--- config.mk ---
export PLATFORM = sky130hd
export DESIGN_NAME = sahbt_hash
export DESIGN_NICKNAME = d
export VERILOG_FILES = /design/src/hdl/sahbt_pkg.sv /design/src/hdl/sahbt_hash.sv
export SDC_FILE = /design/constraint.sdc
export NUM_CORES = 1
export LEC_CHECK = 0
export BUFFER_PORTS_ARGS = -buffer_cell sky130_fd_sc_hd__buf_4
export CORE_MARGIN = 5
export CORE_UTILIZATION = 30
export DETAILED_ROUTE_END_ITERATION = 12
export PLACE_DENSITY = 0.52
export SETUP_SLACK_MARGIN = 0.15
export SLEW_MARGIN = 20
export SYNTH_ARGS = -nofsm -noshare
export SYNTH_HDL_FRONTEND = slang
export SYNTH_SLANG_ARGS = --single-unit
--- constraint.sdc ---
create_clock -name clk_i -period 16.6 [get_ports clk_i]
set_input_delay 2.49 -clock clk_i [delete_from_list [all_inputs] [get_ports clk_i]]
set_output_delay 2.49 -clock clk_i [all_outputs]
set_load 0.02 [all_outputs]
--- src/hdl/sahbt_pkg.sv ---
// ----------------------------------------------------------------------------
// sahbt_pkg: shared constants for the hot bucket table
// Operation codes, address widths and the hash multiplier.
// ----------------------------------------------------------------------------
package sahbt_pkg;

  localparam int unsigned AddrW = 29;
  localparam int unsigned HighW = 30;
  localparam int unsigned CntW  = 32;

  localparam logic [31:0] HashMult = 32'd2654435761;

  typedef enum logic [1:0] {
    OP_CLEAR  = 2'd0,
    OP_SAMPLE = 2'd1,
    OP_REPORT = 2'd2,
    OP_NONE   = 2'd3
  } op_e;

  typedef enum logic [0:0] {
    CFG_CODE_LOW  = 1'b0,
    CFG_CODE_HIGH = 1'b1
  } cfg_idx_e;

endpackage

--- src/hdl/sahbt_hash.sv ---
// ----------------------------------------------------------------------------
// sahbt_hash: multiplicative slot hash
// Registered product of key and multiplier; slot is its top bits.
// ----------------------------------------------------------------------------
module sahbt_hash #(
  parameter int unsigned TB = 12
) (
  input  logic                        clk_i,
  input  logic [sahbt_pkg::AddrW-1:0] key_i,
  output logic [TB-1:0]               slot_o
);

  logic [31:0] prod_q;
  logic [31:0] prod_low;

  // only the low 32 bits of the product feed the slot
  assign prod_low = {3'd0, key_i} * sahbt_pkg::HashMult;

  always_ff @(posedge clk_i) begin
    prod_q <= prod_low;
  end

  assign slot_o = prod_q[31 -: TB];

endmodule

==> impl_results.md <==
* Post-Synthesis Mean Instance Area at 10.5 sq um
* Clock-pin transition on the worst setup and hold timing paths at 40 ps
* CTS root buf: clkbuf_16
* Hold Path Class: in2reg
* P&R area growth vs syn at 9.97%
* Worst min-delay path startpoint: key_i[0]
* Die Span Y at 174 um
* Largest reg by FF count: prod_q
* Setup-failing EPs final at 0
* Antenna-violating nets left at 0
* Routed WL per cell at 15.8 um
* Most Used Layer, Global Route: met2
* Clk buf depth at 2
* Starting DRT DRC Count at 139
* Synthesized Nets at 1,166
* Post-CTS setup buffers at 0
* Via density at 4.21
* First-pass DRT Iterations at 4
* Outcome: finished clean
* Most common cell after layout, fill and taps aside: inv_1
* Tot GR Track Use at 0.129
* Syn Std Cell Area at 8120 sq um
* Post-Synthesis Cells at 775
* GR Overflow Total at 0
* Max-slew headroom at 0.427
* Worst setup EP type: flip-flop
* Port Buf Inserts at 41
* Initial core utilization at 0.303
* Post_cts resized at 0
* DR DRC count at 0
* First-pass GRT wire length at 31,200 um
* Clock Sinks at 12
* #FFs+latches synth at 12
* Final max-slew violation count at 0
* Most frequent cells in the layout: inv_1, fa_1, ha_1, buf_4, xnor2_1
* Critical path startpoint: key_i[2]
* Met2 usage at 0.217
* Biggest regs: prod_q: 12 flops
* Die X at 174 um
* Fmax at 0.113 GHz
* Tcrit/Tclk final at 0.532
* Layout Nets at 1,212
* Tightest Pin Transition at 859 ps
* I/O Pins at 42
* Initial antenna violation count at 0
* Register area share after synthesis at 0.0296
* H-tree levels at 1
* Detailed placement HPWL at 17,500 um
* CTS tree: done
* Vias in the first global route at 5,600
* Largest net degree at the start of global routing at 12
* Clock period minus worst slack at 8830 ps
* Number of flip-flops in the largest register at 12
* Die Area at 30,400 sq um
* Nature of the critical path startpoint: primary input
* Max Cap Violations at 0
* Met1 Track Usage GR at 0.190
* Vias at 4,878
* Row count at 60
* CTS Buf Count at 3
* Synth async-reset ratio at 0
* RSZ-0062 raised after global routing: no
* Synth cell types at 36
* Critical path class: in2reg
* Final WL at 18,300 um
* Syn. warnings at 0
* Critical path arrival at 8930 ps
* Placer Congestion at 0.855
* Met3 Use GR at 0.00913
* Core area at 26,800 sq um
* Worst EP required at 16,700 ps
* Number of synthesized flops with an enable pin at 0
* Layout cells sized above 1 at 0.0586
* Diode count at 0
* CTS Hold Bufs at 0
* Critical Path Fanout Max at 7
* Top_reg_cell synth: dfxtp_1
* Count of final hold-check violations at 0
* Fin Setup TNS at 0 ps
==> layer usage <==
metal / vias to the layer above / routed length, um
met2: 48 / 8770
met1: 2411 / 9050
met3: 10 / 381
li1: 2409 / -
met5: - / 0
met4: 0 / 136
==> cells in the mapped netlist (2+ instances only) <==
cell type,number,share of area
inv_1,278,0.13
fa_1,185,0.46
ha_1,176,0.27
xnor2_1,37,0.040
a21oi_1,12,0.0074
dfxtp_1,12,0.030
a21o_1,8,0.0074
nand2_1,8,0.0037
o21ai_0,7,0.0043
xor2_1,7,0.0076
nor2_1,6,0.0028
and3_1,3,0.0023
o211a_1,3,0.0037
o31ai_1,3,0.0028
or2_2,3,0.0023
a211oi_1,2,0.0018
a22oi_1,2,0.0018
nor2b_1,2,0.0015
o211ai_1,2,0.0018
o21a_1,2,0.0018
o311ai_0,2,0.0022
==> critical path, stage by stage <==
cell and delay (ps):
buf_4 150, fa_1 700, fa_1 490, fa_1 550, inv_1 50, fa_1 480, inv_1 60, fa_1 510
inv_1 60, fa_1 530, inv_1 50, fa_1 380, fa_1 480, ha_1 310, a21o_1 180, a222oi_1 390
o21ai_0 190, a21oi_1 480, o311ai_0 230, xor2_1 180
==> worst paths after layout <==
| kind | to | slack (ps) | depth (start not counted) |
|---|---|---|---|
| worst min-delay path | prod_q[26] | 3000 | 4 |
| worst max-delay path | prod_q[26] | 7770 | 20 |
==> per-stage QoR <==
step | worst slack (ps) | hold slack (ps) | std cells | utilization | cell area (sq um)
floorplan | 8170 | 2830 | 775 | - | 8120
CTS | 7690 | 3030 | 1160 | 0.333 | 8930
finish | 7770 | 3000 | 1160 | 0.333 | 8930
global placement | 7540 | 2910 | 1157 | 0.330 | 8850
detailed placement | 7490 | 2900 | 1157 | 0.330 | 8850
global route | 7360 | 3070 | 1160 | 0.333 | 8930
==> layout make-up <==
class | count | area [sq um]
Clock buffer | 3 | 75.1
Fill cell | 2688 | 17900
Inverter | 278 | 1040
Multi-Input combinational cell | 485 | 6830
Sequential cell | 12 | 240
Tap cell | 341 | 427
Timing Repair Buffer | 41 | 308
==> kinds of logic (layout without fill, tap and decap cells) <==
logic type / count (synthesis) / after routing / synth area share
fa+ha+maj: 361 / 361 / 0.728
buf+inv: 278 / 322 / 0.129
compound gates: 51 / 51 / 0.0462
xor+xnor: 45 / 45 / 0.0503
simple gates: 27 / 27 / 0.0165
flops: 12 / 12 / 0.0296
mux: 1 / 1 / 0.00123
Power is left out: the tool's default activity adds up to more than one toggle a clock period on the data nets, which glitch-free logic cannot reach.
